<file path="config.mk">
export PLATFORM = sky130hd
export DESIGN_NAME = min_extract_buffer_pool_unit
export DESIGN_NICKNAME = d
export VERILOG_FILES = /design/src/rtl/core/mebp_pkg.sv /design/src/rtl/core/mebp_mem.sv /design/src/rtl/core/mebp_ctrl.sv /design/src/rtl/core/min_extract_buffer_pool_unit.sv
export SDC_FILE = /design/constraint.sdc
export NUM_CORES = 1
export LEC_CHECK = 0
export BUFFER_PORTS_ARGS = -buffer_cell sky130_fd_sc_hd__buf_2
export CAP_MARGIN = 15
export CELL_PAD_IN_SITES_DETAIL_PLACEMENT = 1
export CELL_PAD_IN_SITES_GLOBAL_PLACEMENT = 1
export CORE_MARGIN = 8
export CORE_UTILIZATION = 40
export DETAILED_ROUTE_END_ITERATION = 7
export HOLD_SLACK_MARGIN = 0.06
export PLACE_DENSITY_LB_ADDON = 0.1
export SYNTH_ARGS = -nofsm -noshare
export SYNTH_HDL_FRONTEND = slang
export SYNTH_SLANG_ARGS = --single-unit
</file>
<file path="constraint.sdc">
create_clock -name clk -period 5.65 [get_ports clk]
set_input_delay 0.2825 -clock clk [delete_from_list [all_inputs] [get_ports clk]]
set_output_delay 0.2825 -clock clk [all_outputs]
set_load 0.05 [all_outputs]
</file>
<file path="src/rtl/core/mebp_pkg.sv">
package mebp_pkg;

  localparam int VALUE_W   = 30;
  localparam int FILL_W    = 5;
  localparam int DEPTH_DEF = 16;

  typedef enum logic [2:0] {
    ST_IDLE,
    ST_EXEC,
    ST_SCAN,
    ST_APPLY,
    ST_SHIFT,
    ST_FIN
  } state_t;

  typedef enum logic {
    OP_PUSH = 1'b0,
    OP_POP  = 1'b1
  } op_t;

  typedef struct packed {
    logic               got_entry;
    logic [VALUE_W-1:0] popped_value;
    logic [FILL_W-1:0]  fill_count;
  } res_t;

endpackage

</file>
<file path="src/rtl/core/mebp_mem.sv">
module mebp_mem #(
  parameter int DEPTH = mebp_pkg::DEPTH_DEF
) (
  input  logic                         clk,
  input  logic                         we,
  input  logic [$clog2(DEPTH)-1:0]     wa,
  input  logic [mebp_pkg::VALUE_W-1:0] wd,
  input  logic                         re,
  input  logic [$clog2(DEPTH)-1:0]     ra,
  output logic [mebp_pkg::VALUE_W-1:0] rd
);
  import mebp_pkg::*;

  logic [VALUE_W-1:0] mem [DEPTH];

  always_ff @(posedge clk) begin
    if (we) begin
      mem[wa] <= wd;
    end
  end

  always_ff @(posedge clk) begin
    if (re) begin
      rd <= mem[ra];
    end
  end

endmodule

</file>
<file path="src/rtl/core/mebp_ctrl.sv">
module mebp_ctrl #(
  parameter int DEPTH = mebp_pkg::DEPTH_DEF
) (
  input  logic                         clk,
  input  logic                         rst,
  input  logic                         in_valid,
  output logic                         in_ready,
  input  logic                         kind,
  input  logic [mebp_pkg::VALUE_W-1:0] value,
  output logic                         res_valid,
  input  logic                         res_ready,
  output mebp_pkg::res_t               res,
  output logic                         mem_we,
  output logic [$clog2(DEPTH)-1:0]     mem_wa,
  output logic [mebp_pkg::VALUE_W-1:0] mem_wd,
  output logic                         mem_re,
  output logic [$clog2(DEPTH)-1:0]     mem_ra,
  input  logic [mebp_pkg::VALUE_W-1:0] mem_rd
);
  import mebp_pkg::*;

  localparam int AW = $clog2(DEPTH);
  localparam int CW = $clog2(DEPTH + 1);

  state_t             state, state_next;
  op_t                op_kind, op_kind_next;
  logic [VALUE_W-1:0] op_value, op_value_next;
  logic [CW-1:0]      count, count_next;
  logic [CW-1:0]      ptr, ptr_next;
  logic [CW-1:0]      limit, limit_next;
  logic               rv, rv_next;
  logic [AW-1:0]      ra, ra_next;
  logic [VALUE_W-1:0] best_val, best_val_next;
  logic [AW-1:0]      best_idx, best_idx_next;
  logic               got, got_next;
  logic [VALUE_W-1:0] popped, popped_next;

  always_ff @(posedge clk) begin
    if (rst) begin
      state <= ST_IDLE;
      count <= '0;
      rv    <= 1'b0;
    end else begin
      state <= state_next;
      count <= count_next;
      rv    <= rv_next;
    end
  end

  always_ff @(posedge clk) begin
    op_kind  <= op_kind_next;
    op_value <= op_value_next;
    ptr      <= ptr_next;
    limit    <= limit_next;
    ra       <= ra_next;
    best_val <= best_val_next;
    best_idx <= best_idx_next;
    got      <= got_next;
    popped   <= popped_next;
  end

  always_comb begin
    state_next    = state;
    op_kind_next  = op_kind;
    op_value_next = op_value;
    count_next    = count;
    ptr_next      = ptr;
    limit_next    = limit;
    rv_next       = 1'b0;
    ra_next       = ptr[AW-1:0];
    best_val_next = best_val;
    best_idx_next = best_idx;
    got_next      = got;
    popped_next   = popped;
    in_ready      = 1'b0;
    res_valid     = 1'b0;
    res           = '{got_entry: got, popped_value: popped, fill_count: FILL_W'(count)};
    mem_we        = 1'b0;
    mem_wa        = '0;
    mem_wd        = op_value;
    mem_re        = 1'b0;
    mem_ra        = ptr[AW-1:0];

    unique case (state)
      ST_IDLE: begin
        in_ready = 1'b1;
        if (in_valid) begin
          op_kind_next  = op_t'(kind);
          op_value_next = value;
          state_next    = ST_EXEC;
        end
      end
      ST_EXEC: begin
        ptr_next    = '0;
        got_next    = 1'b0;
        popped_next = '0;
        if (op_kind == OP_PUSH) begin
          if (count < CW'(DEPTH)) begin
            mem_we     = 1'b1;
            mem_wa     = count[AW-1:0];
            count_next = count + CW'(1);
            state_next = ST_FIN;
          end else begin
            limit_next = CW'(DEPTH);
            state_next = ST_SCAN;
          end
        end else if (count == '0) begin
          state_next = ST_FIN;
        end else begin
          limit_next = count;
          state_next = ST_SCAN;
        end
      end
      ST_SCAN: begin
        // one read issued per cycle, compared in the cycle after it is issued
        if (ptr < limit) begin
          mem_re   = 1'b1;
          ptr_next = ptr + CW'(1);
          rv_next  = 1'b1;
        end
        if (rv) begin
          if (ra == '0 || mem_rd < best_val) begin
            best_val_next = mem_rd;
            best_idx_next = ra;
          end
          if (CW'(ra) == limit - CW'(1)) begin
            state_next = ST_APPLY;
          end
        end
      end
      ST_APPLY: begin
        if (op_kind == OP_PUSH) begin
          mem_we     = 1'b1;
          mem_wa     = best_idx;
          state_next = ST_FIN;
        end else begin
          got_next    = 1'b1;
          popped_next = best_val;
          ptr_next    = CW'(best_idx) + CW'(1);
          if (CW'(best_idx) + CW'(1) >= count) begin
            count_next = count - CW'(1);
            state_next = ST_FIN;
          end else begin
            state_next = ST_SHIFT;
          end
        end
      end
      ST_SHIFT: begin
        // read entry k+1, write it to k on the following cycle
        if (ptr < count) begin
          mem_re   = 1'b1;
          ptr_next = ptr + CW'(1);
          rv_next  = 1'b1;
        end
        if (rv) begin
          mem_we = 1'b1;
          mem_wa = ra - AW'(1);
          mem_wd = mem_rd;
          if (CW'(ra) == count - CW'(1)) begin
            count_next = count - CW'(1);
            state_next = ST_FIN;
          end
        end
      end
      ST_FIN: begin
        res_valid = 1'b1;
        if (res_ready) begin
          state_next = ST_IDLE;
        end
      end
      default: begin
        state_next = ST_IDLE;
      end
    endcase
  end

endmodule

</file>
<file path="src/rtl/core/min_extract_buffer_pool_unit.sv">
// Bounded min store of buffer numbers, DEPTH entries in arrival order.
// Input channel (in_valid/in_ready, kind, value): kind 0 pushes value,
// kind 1 pops the first smallest entry. Each request yields one result
// on the output channel (out_valid/out_ready): got_entry, popped_value
// and fill_count after the operation.
// One request at a time; in_ready is high only while the sequencer idles.
// Entries sit in a single-port-write, single-port-read memory with a
// registered read, so a full scan for the minimum reads every entry in
// turn. A push with room writes directly at the end of the store, and a
// pop of an empty store goes straight to the result; a push on a full
// store scans all DEPTH entries and overwrites the first smallest; a pop
// scans count entries, then moves each later entry down one place.
// Results land in an output register; a new request is taken while it
// waits. If the receiver stalls, the finished next result holds in the
// sequencer until the register frees.
// Reset clears the count and all handshake state; no clearing pass.
module min_extract_buffer_pool_unit #(
  parameter int DEPTH = mebp_pkg::DEPTH_DEF
) (
  input  logic                         clk,
  input  logic                         rst,
  input  logic                         in_valid,
  output logic                         in_ready,
  input  logic                         kind,
  input  logic [mebp_pkg::VALUE_W-1:0] value,
  output logic                         out_valid,
  input  logic                         out_ready,
  output logic                         got_entry,
  output logic [mebp_pkg::VALUE_W-1:0] popped_value,
  output logic [mebp_pkg::FILL_W-1:0]  fill_count
);
  import mebp_pkg::*;

  localparam int AW = $clog2(DEPTH);

  logic               res_valid;
  logic               res_ready;
  res_t               res;
  logic               mem_we;
  logic [AW-1:0]      mem_wa;
  logic [VALUE_W-1:0] mem_wd;
  logic               mem_re;
  logic [AW-1:0]      mem_ra;
  logic [VALUE_W-1:0] mem_rd;

  mebp_ctrl #(.DEPTH(DEPTH)) u_ctrl (
    .clk       (clk),
    .rst       (rst),
    .in_valid  (in_valid),
    .in_ready  (in_ready),
    .kind      (kind),
    .value     (value),
    .res_valid (res_valid),
    .res_ready (res_ready),
    .res       (res),
    .mem_we    (mem_we),
    .mem_wa    (mem_wa),
    .mem_wd    (mem_wd),
    .mem_re    (mem_re),
    .mem_ra    (mem_ra),
    .mem_rd    (mem_rd)
  );

  mebp_mem #(.DEPTH(DEPTH)) u_mem (
    .clk (clk),
    .we  (mem_we),
    .wa  (mem_wa),
    .wd  (mem_wd),
    .re  (mem_re),
    .ra  (mem_ra),
    .rd  (mem_rd)
  );

  assign res_ready = !out_valid || out_ready;

  always_ff @(posedge clk) begin
    if (rst) begin
      out_valid <= 1'b0;
    end else if (res_valid && res_ready) begin
      out_valid <= 1'b1;
    end else if (out_ready) begin
      out_valid <= 1'b0;
    end
  end

  always_ff @(posedge clk) begin
    if (res_valid && res_ready) begin
      got_entry    <= res.got_entry;
      popped_value <= res.popped_value;
      fill_count   <= res.fill_count;
    end
  end

endmodule

</file>
==> run_results.csv <==
group,metric,value,unit
status,status,"finished clean",
final_layout,final_common_cell,"edfxtp_1",
critical_path,rr_endpoint,"u_mem.mem[8][11]",
final_layout,syn_to_final_growth,15.6,%
power,power_leakage,9.89,nW
clocking,clock_path_buffers,3,
final_layout,drive_gt1_share,24.5,%
critical_path,path_class,"reg -> reg",
grt,grt_pass1_vias,13000,
die,die_y,271,um
grt,antenna_found_initial,3,
synthesis,syn_inst,1292,
grt,grtUsageTotal,16.8,%
critical_path,arrival,4.22,ns
critical_path,path_delay_family,"simple AND/OR/NAND/NOR gates",
route,vias,12600,
synthesis,ys_seq_area_share,76.3,%
route,viasPerCell,5.39,
power,p_int,10.4,mW
grt,grt_first_pass_wirelength,91200,um
sta,drv_slew,0,
sta,tns,0,ns
clocking,cts_tree,"yes",
place,place_congestion,0.759,
synthesis,syn_avg_cell_area,20.2,um2
grt,grt_overflow,0,
hold_path,hold_path.class,"in -> reg",
clocking,numCtsBuffers,73,
final_layout,instances_no_fill,2337,
critical_path,reg2reg_from,"u_ctrl.state[1]",
synthesis,yosys.area_share.simple,4.15,%
die,rows,93,
sta,skew,0.0210,ns
clocking,clkLatencyLatePin,0.61,ns
route,ant_nets,0,
synthesis,synth_xor_area_share,0.673,%
sta,period_share,70.8,%
critical_path,path_buf_inv,0,
sta,timing.fmax,250,MHz
critical_path,rr_worst_depth,5,
hold_path,hold_depth,4,
critical_path,crit_fanout,34,
critical_path,endpoint_kind,"flop",
sta,hold_viol,0,
final_layout,antenna_cells,0,
power,netSwitchingPower,4.49,mW
route,totalWireLength,61900,um
final_layout,fillers,5951,
synthesis,synthMuxAreaShare,13.1,%
sta,rsz0062_at_grt,"false",
critical_path,cp.required,5.87,ns
power,swShare,30.1,%
die,die_x,271,um
critical_path,rrSetupSlack,1.65,ns
power,irDropWorstVdd,0.000379,V
power,pwr-share-comb,25.3,%
synthesis,synth_cell_types,64,
critical_path,critPathSlowestCell,"nor2_4",
die,io_pins,73,
synthesis,syn-num-nets,1376,
final_layout,seqCellArea,19900,um2
power,p_per_area,495,nW/um2
synthesis,synth_edf_count,652,
critical_path,cp_slowest_stage_delay,0.89,ns
final_layout,layout_common_cells,"edfxtp_1 (652), mux4_2 (150), nand2_1 (105), clkbuf_16 (74), buf_2 (72)",
route,drt_pass1_iterations,5,
power,p_seq_share,44.1,%
clocking,postCtsResizedCells,0,
synthesis,synth_fa_ha_area_share,2.35,%
place,placed_cells,2174,
place,port_buffers,72,
sta,relSlewSlack,26.9,%
final_layout,fin_nets,1511,
place,dp_hpwl,40200,um
route,drt-initial-drc-count,1024,
clocking,root_buffer,"clkbuf_16",
clocking,h-tree-depth,3,
synthesis,yosysWarnings,0,
die,dieArea,73500,um2
hold_path,worstHoldStart,"in_valid",
grt,grt_max_degree,126,
synthesis,synth_compound_area_share,1.90,%
sta,timing.final.crit_period,4.00,ns
final_layout,multiInputGateArea,5920,um2
critical_path,crit_path_start_kind,"flop",
die,initial_core_util,40.4,%
power,clkPwrFrac,30.6,%
critical_path,cp_cell_sequence,"nor3b_4 > nand2_2 > o21ai_0 > or3b_1 > nor2_4",
route,routedWlPerCell,26.5,um
clocking,clkTransAtPathRegs,0.05,ns
synthesis,synth_ff_type,"edfxtp_1",
sta,worst_pin_slew,1.09,ns
synthesis,netlist_area,26000,um2
hold_path,whs_endpoint,"u_ctrl.state[0]",
synthesis,synth_top_family_by_area,"multiplexers",
synthesis,ys_async_sr_fraction,0,%
job,cap_violations,0,
sta,setup_viol,0,
die,core,64500,um2
route,drc_errors,0,
synthesis,ys_seq_elements,666,
clocking,cts.sinks,666,
worst max path at each step:
stage               slack [ns]  depth (start not counted)            start           endpoint
finish                    1.65                          5  u_ctrl.state[1]   u_mem.mem[8][11]
global route              1.26                          5  u_ctrl.state[1]  u_mem.mem[11][17]
CTS                       1.49                          5  u_ctrl.state[1]  u_mem.mem[11][17]
detailed placement        1.50                          5  u_ctrl.state[1]   u_mem.mem[10][9]
global placement          1.65                          5  u_ctrl.state[1]   u_mem.mem[8][13]
floorplan                 1.45                          7  u_ctrl.state[0]    u_mem.mem[0][0]
cells by family after synthesis:
kind of cell               Yosys count
DFF                                666
and+or+nand+nor                    234
muxes                              153
buffers and inverters              100
AOI/OAI and AO/OA                   70
adders and majority gates           49
xor gates and xnor gates            20
worst min-delay path, stage by stage:
cell      delay [ns]
buf_2           0.09
nand2b_1        0.06
o311ai_0        0.09
and4bb_2        0.22
metal layers:
metal,track usage (%),vias up,wire length [um]
met3,3.59,87,3590
li1,-,5500,-
met1,27.0,6683,31400
met4,4.39,0,1340
met5,0,-,0
met2,22.8,336,25600
registers in the layout, indices dropped and copies added, names as in the netlist:
register,cells
u_ctrl.op_kind,1
popped_value,30
u_ctrl.ptr,5
u_ctrl.op_value,30
u_ctrl.rv,1
u_ctrl.state,3
u_ctrl.best_val,30
u_ctrl.ra,4
u_mem.mem,480
u_ctrl.best_idx,4
u_ctrl.got,1
u_ctrl.count,5
u_ctrl.popped,30
u_mem.rd,30
out_valid,1
fill_count,5
got_entry,1
u_ctrl.limit,5
timing repair:
item	4_1_cts	5_1_grt
hold buffers	33	0
setup buffers	0	0
hold endpoints to repair	39	0
stage by stage:
step                      hold slack, ns  power (mW)  setup slack (ns)  utilization [%]  area, um2
after floorplan                    0.375        9.04              1.45                -      26000
after global placement             0.405        10.4              1.65             42.6      27500
after detailed placement           0.406        10.5              1.50             42.6      27500
after CTS                          0.153        15.1              1.49             46.7      30100
after global routing               0.195        15.5              1.26             46.7      30100
final                              0.177        14.9              1.65             46.7      30100
Yosys cell counts (all sizes together), types with 2 or more instances:
library cell	instances	area share (%)
or4	2	0.058
nand2	107	1.5
dfxtp	14	1.1
nand4	8	0.19
nand2b	11	0.29
a22oi	2	0.058
or3	4	0.10
nor3b	3	0.15
o31ai	2	0.058
inv	46	0.66
nand3	11	0.23
nor4	2	0.11
a221oi	4	0.13
mux4	150	13
and2	3	0.072
xnor2	9	0.30
a21o	6	0.17
o2111ai	2	0.067
ha	49	2.4
nor2	64	0.92
o21a	2	0.086
edfxtp	652	75
nor3	8	0.15
nand3b	3	0.086
a41oi	2	0.067
a211oi	5	0.14
buf	27	0.52
and3	2	0.048
o21ai	12	0.23
clkbuf	27	0.39
mux2i	2	0.077
nor2b	2	0.048
xor2	11	0.37
a2111oi	3	0.10
a221o	2	0.077
a21oi	16	0.31
a31oi	3	0.096
power groups by stage:
stage	clock [mW]	combinational, mW	sequential (mW)
6_report	4.57	3.77	6.57
5_1_grt	4.86	4.06	6.61
4_1_cts	4.70	3.82	6.58
3_5_place_dp	0	3.79	6.68
3_3_place_gp	0	3.75	6.67
2_1_floorplan	0	2.45	6.59
area by class of cell:
cell class                 count  area share [%]
sequential                   666            66.0
multi-input combinational    526            19.7
clock buffer                  91            6.46
tap                          855            3.55
timing repair buffer         114            2.60
clock inverter                39            1.13
inverter                      46           0.574
(Power assumes the default switching activity.)
